===== config.mk =====
export PLATFORM = sky130hd
export DESIGN_NAME = lcdbg_ctrl
export DESIGN_NICKNAME = d
export VERILOG_FILES = /design/src/rtl/lcdbg_pkg.sv /design/src/rtl/lcdbg_ctrl.sv
export SDC_FILE = /design/constraint.sdc
export NUM_CORES = 1
export LEC_CHECK = 0
export BUFFER_PORTS_ARGS = -buffer_cell sky130_fd_sc_hd__buf_2
export CORE_AREA = 8 8 45 47
export CTS_CLUSTER_SIZE = 40
export DETAILED_ROUTE_END_ITERATION = 10
export DIE_AREA = 0 0 53 55
export PLACE_DENSITY = 0.5
export RECOVER_POWER = 100
export SLEW_MARGIN = 20
export SYNTH_ARGS = -nofsm -noshare
export SYNTH_HDL_FRONTEND = slang
export SYNTH_SLANG_ARGS = --single-unit

===== constraint.sdc =====
create_clock -name clk -period 1.19 [get_ports clk]
set_clock_uncertainty 0.2 [all_clocks]
set_input_delay 0.1785 -clock clk [delete_from_list [all_inputs] [get_ports clk]]
set_output_delay 0.1785 -clock clk [all_outputs]
set_load 0.02 [all_outputs]

===== src/rtl/lcdbg_pkg.sv =====
package lcdbg_pkg;

	// Screen and memory geometry
	localparam int SCREEN_WIDTH  = 160;
	localparam int SCREEN_HEIGHT = 144;
	localparam int VRAM_BYTES    = 8192;
	localparam int FRAME_PIXELS  = SCREEN_WIDTH * SCREEN_HEIGHT;
	localparam int VRAM_AW       = $clog2(VRAM_BYTES);
	localparam int FRAME_AW      = $clog2(FRAME_PIXELS);
	localparam int XW            = $clog2(SCREEN_WIDTH);
	localparam int CLEAR_LEN     = (FRAME_PIXELS > VRAM_BYTES) ? FRAME_PIXELS : VRAM_BYTES;
	localparam int CLR_W         = $clog2(CLEAR_LEN + 1);

	// Phase lengths in dots
	localparam logic [9:0] DOTS_OAM    = 10'd80;
	localparam logic [9:0] DOTS_XFER   = 10'd172;
	localparam logic [9:0] DOTS_HBLANK = 10'd204;
	localparam logic [9:0] DOTS_LINE   = 10'd456;
	localparam logic [7:0] LAST_LINE   = 8'd153;

	// Video RAM offsets from the start of the video address space
	localparam logic [VRAM_AW-1:0] MAP_HI_BASE   = VRAM_AW'(16'h9C00 - 16'h8000);
	localparam logic [VRAM_AW-1:0] MAP_LO_BASE   = VRAM_AW'(16'h9800 - 16'h8000);
	localparam logic [VRAM_AW-1:0] SIGNED_BASE   = VRAM_AW'(16'h9000 - 16'h8000);

	// Pixel colours
	localparam logic [31:0] ARGB_WHITE = 32'hFFFF_FFFF;
	localparam logic [31:0] ARGB_LIGHT = 32'h00AA_AAAA | 32'hFF00_0000;
	localparam logic [31:0] ARGB_DARK  = 32'h0055_5555 | 32'hFF00_0000;
	localparam logic [31:0] ARGB_BLACK = 32'hFF00_0000;

	// Configuration register reset values
	localparam logic [7:0] LCD_CONTROL_RST = 8'h91;
	localparam logic [7:0] BG_PALETTE_RST  = 8'hFC;

	// Control register bits
	localparam int LCDC_ON       = 7;
	localparam int LCDC_UNSIGNED = 4;
	localparam int LCDC_MAP_SEL  = 3;

	// Item function codes
	localparam logic [1:0] FUNC_TICK  = 2'd0;
	localparam logic [1:0] FUNC_WRITE = 2'd1;
	localparam logic [1:0] FUNC_READ  = 2'd2;

	// Configuration register indexes
	localparam logic [1:0] REG_LCD_CONTROL = 2'd0;
	localparam logic [1:0] REG_SCROLL_Y    = 2'd1;
	localparam logic [1:0] REG_SCROLL_X    = 2'd2;
	localparam logic [1:0] REG_BG_PALETTE  = 2'd3;

	typedef enum logic [1:0] {
		MODE_HBLANK = 2'd0,
		MODE_VBLANK = 2'd1,
		MODE_OAM    = 2'd2,
		MODE_XFER   = 2'd3
	} mode_t;

	typedef enum logic [2:0] {
		ST_CLEAR,
		ST_IDLE,
		ST_EXEC,
		ST_MAP,
		ST_DATA,
		ST_PIX,
		ST_RESULT
	} ctl_state_t;

	// Controller to datapath
	typedef struct packed {
		logic clear;
		logic accept;
		logic exec;
		logic fetch_map;
		logic fetch_data;
		logic put_pixel;
		logic load_out;
	} ctl_cmd_t;

	// Datapath to controller
	typedef struct packed {
		logic clear_done;
		logic render_req;
		logic last_px;
	} dp_status_t;

	function automatic logic [31:0] shade_argb(input logic [1:0] shade);
		logic [31:0] c;
		case (shade)
			2'd0:    c = ARGB_WHITE;
			2'd1:    c = ARGB_LIGHT;
			2'd2:    c = ARGB_DARK;
			default: c = ARGB_BLACK;
		endcase
		return c;
	endfunction

endpackage


===== src/rtl/lcdbg_ctrl.sv =====
module lcdbg_ctrl
	import lcdbg_pkg::*;
(
	input  logic       clk,
	input  logic       arst_n,
	input  logic       in_valid,
	output logic       in_ready,
	output logic       out_valid,
	input  logic       out_ready,
	input  dp_status_t status,
	output ctl_cmd_t   cmd
);

	ctl_state_t state_q, state_d;
	logic       out_valid_q;
	logic       out_free;

	assign out_free  = !out_valid_q || out_ready;
	assign out_valid = out_valid_q;

	// Next state
	always_comb begin
		state_d = state_q;
		unique case (state_q)
			ST_CLEAR:  if (status.clear_done) state_d = ST_IDLE;
			ST_IDLE:   if (in_valid) state_d = ST_EXEC;
			ST_EXEC:   state_d = status.render_req ? ST_MAP : ST_RESULT;
			ST_MAP:    state_d = ST_DATA;
			ST_DATA:   state_d = ST_PIX;
			ST_PIX:    state_d = status.last_px ? ST_RESULT : ST_MAP;
			ST_RESULT: if (out_free) state_d = ST_IDLE;
			default:   state_d = ST_CLEAR;
		endcase
	end

	// Commands to the datapath
	always_comb begin
		cmd      = '0;
		in_ready = 1'b0;
		unique case (state_q)
			ST_CLEAR: cmd.clear = 1'b1;
			ST_IDLE: begin
				in_ready   = 1'b1;
				cmd.accept = in_valid;
			end
			ST_EXEC:   cmd.exec       = 1'b1;
			ST_MAP:    cmd.fetch_map  = 1'b1;
			ST_DATA:   cmd.fetch_data = 1'b1;
			ST_PIX:    cmd.put_pixel  = 1'b1;
			ST_RESULT: cmd.load_out   = out_free;
			default:   cmd = '0;
		endcase
	end

	always_ff @(posedge clk or negedge arst_n) begin
		if (!arst_n) begin
			state_q <= ST_CLEAR;
		end else begin
			state_q <= state_d;
		end
	end

	// Hold the result beat until taken
	always_ff @(posedge clk or negedge arst_n) begin
		if (!arst_n) begin
			out_valid_q <= 1'b0;
		end else if (cmd.load_out) begin
			out_valid_q <= 1'b1;
		end else if (out_ready) begin
			out_valid_q <= 1'b0;
		end
	end

endmodule


After elaboration in Yosys (flattened, before gate mapping)
Cells that the tools add are included.
{ "word_totals": {"regBits": 4, "in_bits": 7, "word_cells": 32} }
{ "classes": {"eq_ne": 9, "mux": 16, "n_reduce_logical": 5} }
{ "ops": {"columns": ["cell", "n"], "rows": [
  ["3-bit one-hot mux with 7 select lines", 1],
  ["3-bit two-way mux", 5],
  ["1-bit two-way mux", 10],
  ["3-bit equality test, second input constant", 3],
  ["3-bit by 2-bit equality test with 1-bit output, second input constant", 2],
  ["2-bit != test, second input constant", 3],
  ["3-bit by 1-bit equality test with 1-bit output, second input constant", 1],
  ["3-bit logical NOT", 1],
  ["3-bit AND reduction", 1],
  ["2-bit nonzero test", 1],
  ["1-bit logical NOT", 1],
  ["1-bit logical OR", 1]
]} }

Depth between registers and ports, before layout
Gate-level depths: netlist of the first run.
{ "depth": {"ltp_word": 4, "ltp_mapped": 4, "ltp_nobuf": 3} }

Worst setup path before layout of the first run
Ideal clock, no wire load.
{ "synth_path": {"path_kind": "register to output", "start": "reg state_q[1]", "end": "out cmd[5] (netlist name)", "arrival_time_ps": 1244, "required_time_ps": 812, "setup_slack_ps": -432, "path_stages_with_launch": 5, "n_path_buf": 1, "path_cell_list": "dfrtp_1 > buf_6 > nand2b_4 > nor2_1 > and2_1"} }
{ "synth_rtl": {"columns": ["element", "line", "rtl"], "rows": [
  ["start, declared", "lcdbg_ctrl.sv:14", "ctl_state_t state_q, state_d;"],
  ["start signal, assigned", "lcdbg_ctrl.sv:59", "state_q <= state_d;"],
  ["end, declared", "lcdbg_ctrl.sv:11", "output ctl_cmd_t cmd"]
]} }

==> PnR_summary.wiki, run 1 <==
{| class="wikitable"
! Metric !! Value
|-
| Outcome || finished with violations
|-
| Violations in the final reports || negative setup slack
|-
| Async S/R FF share, synth || 100.0%
|-
| Most common cell after layout, fill and taps aside || sky130_fd_sc_hd__buf_4
|-
| Final worst-path setup slack || -0.3382 ns
|-
| Fraction of met1 tracks used by global routing || 7.774%
|-
| Remaining antenna violation count after routing || 0
|-
| Sequential Area || 102.6 sq um
|-
| Vias || 339
|-
| Starting density of the core || 21.70%
|-
| Buffer depth of the longest clock path || 2
|-
| Multi-input gate area in the final layout || 254.0 sq um
|-
| Met2 Usage GRT || 13.67%
|-
| Antenna violations before repair || 0
|-
| CTS root buf || sky130_fd_sc_hd__clkbuf_4
|-
| Routed wire length || 1017 um
|-
| Max VDD drop || 1.162 mV
|-
| Total congestion overflow after global routing || 0
|-
| Category of the most critical setup path || flop to output pin
|-
| Slew at the pin with the worst max-slew slack || 0.2358 ns
|-
| Core region area || 0.001384 sq mm
|-
| Number of instances in the synthesized netlist || 34
|-
| First-pass GRT wire length || 1711 um
|-
| I/O pin cnt || 16
|-
| Vias in the first global route || 399
|-
| Number of stages on the worst hold path || 3
|-
| Sequential cell area fraction in the yosys report || 33.33%
|-
| Final Max Tran Viols || 0
|-
| Cell Pwr Density || 2799 mW/mm^2
|-
| Layout fillers || 140
|-
| Number of cells on the worst reg-to-reg path || 4
|-
| Achievable frequency || 0.6544 GHz
|-
| Post-synthesis register bit count || 4
|-
| Antenna cell count || 0
|-
| Synthesized area per cell || 8.832 sq um
|-
| Worst endpoint data arrival time || 1.15 ns
|-
| Instance area after placement || 474.2 sq um
|-
| Last weighted congestion value of the routability-driven placer || 0.7748
|-
| Clock transition at the registers of the reported paths || 0.05 ns
|-
| Nature of the critical path endpoint || output pin
|-
| Busiest layer in global routing || met2
|-
| Number of buffer cells added on primary ports || 15
|-
| Final hold violation count || 0
|-
| Clock latency at the later pin of the worst-skew pair || 0.24 ns
|-
| Die area || 0.002915 sq mm
|-
| Max-cap viol count || 0
|-
| Worst min path class || input pin to flop
|-
| Clock buffers created by TritonCTS || 3
|-
| Share of layout cells above drive strength 1 || 76.56%
|-
| Width of the chip || 53 um
|-
| Met3 track utilization from global routing || 5.882%
|-
| Static power due to leakage || 0.3080 nW
|-
| Setup Total Neg Slack || -2.778 ns
|-
| Worst-path maximum fanout || 3
|-
| Max-Slew Margin vs Limit || 84.28%
|-
| Startpoint Class || flop
|-
| Clock sink count || 4
|-
| Post-Synthesis Cell Area || 300.3 sq um
|-
| Final total power || 1.839 mW
|-
| Die outline height || 55 um
|-
| Unrepaired setup endpoints after global routing || true
|-
| Post-synth net total || 41
|-
| DR iter-0 viols || 3
|-
| Wire per inst || 12.71 um
|-
| Worst Hold Margin || 0.05260 ns
|-
| Commonest cells after routing, fill and taps aside || 11 x sky130_fd_sc_hd__buf_4, 9 x sky130_fd_sc_hd__buf_6, 5 x sky130_fd_sc_hd__nand2b_4, 5 x sky130_fd_sc_hd__buf_2, 4 x sky130_fd_sc_hd__clkbuf_4
|-
| Distinct cell type count after synthesis || 20
|-
| Worst Path Required || 0.81 ns
|-
| Nets || 72
|-
| Setup violations, final || 10
|-
| Post-Place Worst Slack || -0.2167 ns
|-
| Warnings from Yosys || 0
|-
| First-pass iteration count of the detailed router || 2
|-
| EDFF count, synth || 0
|-
| Number of remaining DRC errors || 0
|-
| Final clock period utilization by the worst path || 128.4%
|-
| Tot GR Track Use || 8.151%
|-
| Post-route cell area || 656.9 sq um
|-
| Count of standard-cell rows || 14
|-
| Vias per cell || 4.238
|-
| H-tree depth || 1
|-
| Post-detail-place hpwl || 718.9 um
|-
| Maximum number of pins on one net before global-route repair || 7
|-
| Area overhead of the layout relative to synthesis || 118.8%
|-
| TritonCTS clock tree || yes
|-
| Time the final worst path needs with I/O delays and setup || 1.528 ns
|-
| Leading register cell type out of synthesis || sky130_fd_sc_hd__dfrtp_1
|}
power breakdown:
part           switching [mW]  total (mW)  internal (mW)
Combinational           0.592        1.36          0.770
Clock                  0.0683       0.195          0.127
Sequential             0.0793       0.282          0.202
Yosys cell counts (2+ instances only):
master                     instances  area share [%]
sky130_fd_sc_hd__nor3_1            2             3.3
sky130_fd_sc_hd__dfrtp_1           4              33
sky130_fd_sc_hd__buf_2             2             3.3
sky130_fd_sc_hd__nand2b_4          2             9.2
sky130_fd_sc_hd__nand2_1           2             2.5
sky130_fd_sc_hd__o21ai_0           2             3.3
sky130_fd_sc_hd__nor2_1            5             6.3
sky130_fd_sc_hd__nand2b_1          3             6.3
registers in the layout, indices dropped and copies added (netlist names):
signal     cells
state_q        3
out_valid      1
layer usage:
layer | vias to the layer above | share of wire [%]
met1 | 155 | 42
met3 | 0 | 7.6
met4 | 0 | 0
li1 | 176 | -
met5 | - | 0
met2 | 8 | 51
timing repair:
action | in CTS | in global routing
hold buffers | 1 | 0
gates resized for setup | 23 | 6
buffers inserted | 5 | 0
pin swaps | 3 | 0
endpoints found under the hold margin | 4 | 0
endpoints found under the setup margin | 11 | 12
through the flow:
step | utilization, % | cells
after global routing | 47.47 | 80
final | 47.47 | 80
after global placement | 34.27 | 70
after detailed placement | 34.27 | 70
after CTS | 45.93 | 80
after floorplan | - | 34
area by class of cell:
type	count	area share, %
tap	16	3.048
clock buffer	4	4.000
sequential	4	15.62
multi-input combinational	26	38.67
inverter	1	0.5714
timing repair buffer	29	38.10
critical path: stages (launching register included):
cell                      delay, ns
sky130_fd_sc_hd__dfrtp_1       0.41
sky130_fd_sc_hd__buf_6         0.14
sky130_fd_sc_hd__nor2_4        0.10
sky130_fd_sc_hd__and2_4        0.14
sky130_fd_sc_hd__buf_6         0.11
worst paths after layout:
kind	endpoint	from	slack [ns]
min reg2reg	out_valid	state_q[0]	0.47
max in group asynchronous	state_q[0]	arst_n	0.47
max reg2reg	state_q[0]	state_q[1]	-0.26
min in group asynchronous	state_q[2]	arst_n	0.10
min	state_q[1]	in_valid	0.05
max	cmd[5]	state_q[2]	-0.34
kinds of logic after synthesis:
logic type	count (synthesis)	synth area share (%)
AOI/OAI and AO/OA	8	20.83
and+or+nand+nor	17	33.76
DFF	4	33.33
buffers and inverters	4	8.332
muxes	1	3.750
No activity file was read; power rests on OpenSTA's default activity.
==> run 2: changes to the inputs <==
--- a/config.mk
+++ b/config.mk
@@ -7,6 +7,7 @@
 export LEC_CHECK = 0
 export BUFFER_PORTS_ARGS = -buffer_cell sky130_fd_sc_hd__buf_2
 export CORE_AREA = 8 8 45 47
+export CTS_BUF_LIST = sky130_fd_sc_hd__clkbuf_16
 export CTS_CLUSTER_SIZE = 40
 export DETAILED_ROUTE_END_ITERATION = 10
 export DIE_AREA = 0 0 53 55
==> run 2 against run 1 <==
The run still ends with negative setup slack left. Maximum frequency rose by 0.57%. Sequential power about the same. Final area grew 8.6%. Critical path depth unchanged. Largest power group unchanged.
==> PnR_summary.wiki, run 2 (same netlist as run 1, synthesis figures left out) <==
{| class="wikitable"
! Metric !! Value
|-
| Clock buffers created by TritonCTS || 3
|-
| End of the worst register-to-register path || state_q[0]
|-
| Slew at the pin with the worst max-slew slack || 0.2339 ns
|-
| First-pass GRT wire length || 1752 um
|-
| Cell Pwr Density || 3041 mW/mm^2
|-
| Max-Slew Margin vs Limit || 84.41%
|-
| Static power due to leakage || 0.3322 nW
|-
| Nature of the critical path endpoint || output pin
|-
| Final hold violation count || 0
|-
| Worst endpoint data arrival time || 1.14 ns
|-
| Max FFs per register || 3
|-
| I/O pin cnt || 16
|-
| Time the final worst path needs with I/O delays and setup || 1.519 ns
|-
| Unrepaired setup endpoints after global routing || true
|-
| DR iter-0 viols || 0
|-
| Die outline height || 55 um
|-
| Core region area || 0.001384 sq mm
|-
| Setup Total Neg Slack || -2.658 ns
|-
| Violations in the final reports || negative setup slack
|-
| Max VDD drop || 1.392 mV
|-
| Category of the most critical setup path || flop to output pin
|-
| Number of cells on the worst reg-to-reg path || 4
|-
| CTS root buf || sky130_fd_sc_hd__clkbuf_16
|-
| Hold path startpoint || in_valid
|-
| Clock transition at the registers of the reported paths || 0.03 ns
|-
| Clock sink count || 4
|-
| Outcome || finished with violations
|-
| Number of stages on the worst hold path || 3
|-
| Register with the most flip-flops || state_q
|-
| Achievable frequency || 0.6581 GHz
|-
| Sequential Area || 102.6 sq um
|-
| Last weighted congestion value of the routability-driven placer || 0.7748
|-
| Worst Hold Margin || 0.06641 ns
|-
| Remaining antenna violation count after routing || 0
|-
| Max-cap viol count || 0
|-
| Starting density of the core || 21.70%
|-
| Width of the chip || 53 um
|-
| Final worst-path setup slack || -0.3295 ns
|-
| Number of buffer cells added on primary ports || 15
|-
| Share of layout cells above drive strength 1 || 74.60%
|-
| Antenna violations before repair || 0
|-
| Area overhead of the layout relative to synthesis || 137.5%
|-
| Worst-path maximum fanout || 3
|-
| Multi-input gate area in the final layout || 264.0 sq um
|-
| Vias in the first global route || 393
|-
| Buffer depth of the longest clock path || 2
|-
| Commonest cells after routing, fill and taps aside || 10 x sky130_fd_sc_hd__buf_6, 9 x sky130_fd_sc_hd__buf_4, 6 x sky130_fd_sc_hd__buf_2
|-
| Final Max Tran Viols || 0
|-
| Layout fillers || 136
|-
| Count of standard-cell rows || 14
|-
| Tot GR Track Use || 8.479%
|-
| Post-detail-place hpwl || 718.9 um
|-
| Vias || 353
|-
| First-pass iteration count of the detailed router || 1
|-
| Startpoint Class || flop
|-
| Number of remaining DRC errors || 0
|-
| Instance area after placement || 474.2 sq um
|-
| Hold worst-path end || state_q[1]
|-
| Vias per cell || 4.468
|-
| Die area || 0.002915 sq mm
|-
| Register-to-register path setup slack || -0.25 ns
|-
| Nets || 71
|-
| Routed wire length || 1049 um
|-
| Antenna cell count || 0
|-
| Most common cell after layout, fill and taps aside || sky130_fd_sc_hd__buf_6
|-
| TritonCTS clock tree || yes
|-
| Final clock period utilization by the worst path || 127.7%
|-
| Wire per inst || 13.28 um
|-
| Setup violations, final || 11
|-
| Final total power || 2.169 mW
|-
| Clock latency at the later pin of the worst-skew pair || 0.23 ns
|-
| H-tree depth || 1
|-
| Maximum number of pins on one net before global-route repair || 7
|-
| Launching point of the worst reg2reg path || state_q[1]
|-
| Worst Path Required || 0.81 ns
|-
| Worst min path class || input pin to flop
|-
| Post-route cell area || 713.2 sq um
|-
| Total congestion overflow after global routing || 0
|}
run 2: cell types whose count changed in the layout (fill, tap and decap cells not counted), sizes merged:
cell	change
clkbuf	-2
inv	+1
run 2: per-stage QoR:
stage	cells	setup WS, ns	util, %
after floorplan	34	-0.1901	-
after global placement	70	-0.2042	34.27
after detailed placement	70	-0.2167	34.27
after CTS	78	-0.3199	48.73
after global routing	79	-0.3872	51.54
final	79	-0.3295	51.54
run 2: layer usage:
metal,wire [um],global-route usage (%)
met1,398,8.232
met2,519,13.09
met3,105,5.882
met4,26,5.172
met5,0,0
run 2: how the worst max path moves through the flow:
stage | start | endpoint | slack (ns) | depth (start not counted)
after detailed placement | state_q[1] | state_q[0] | -0.22 | 3
after floorplan | state_q[1] | cmd[5] | -0.19 | 4
after global routing | state_q[2] | cmd[1] | -0.39 | 4
after global placement | state_q[1] | state_q[0] | -0.20 | 3
final | state_q[2] | cmd[5] | -0.33 | 4
after CTS | state_q[2] | cmd[5] | -0.32 | 4
run 2: report_power, final:
part	internal, mW	switching, mW
registers	0.203	0.0786
clock network	0.434	0.100
logic	0.747	0.606
total	1.38	0.785
run 2: layout make-up:
class                      instances  share of cell area [%]
clock buffer                       3                   10.53
clock inverter                     1                  0.5263
inverter                           1                  0.5263
multi-input combinational         26                   37.02
sequential                         4                   14.39
tap                               16                   2.807
timing repair buffer              28                   34.21
run 2: repair_timing:
item                                    in CTS  in global routing
endpoints found under the setup margin      11                 12
pin swaps                                    4                  2
setup buffers                                3                  3
hold endpoints to repair                     4                  0
resized for setup                           23                  8
hold buffers                                 1                  0
run 2: worst max-delay path: stages, from the launching register on:
cell and delay, ns:
sky130_fd_sc_hd__dfrtp_1 0.40, sky130_fd_sc_hd__buf_4 0.17, sky130_fd_sc_hd__nor2_4 0.10, sky130_fd_sc_hd__and2_4 0.14
sky130_fd_sc_hd__buf_6 0.11
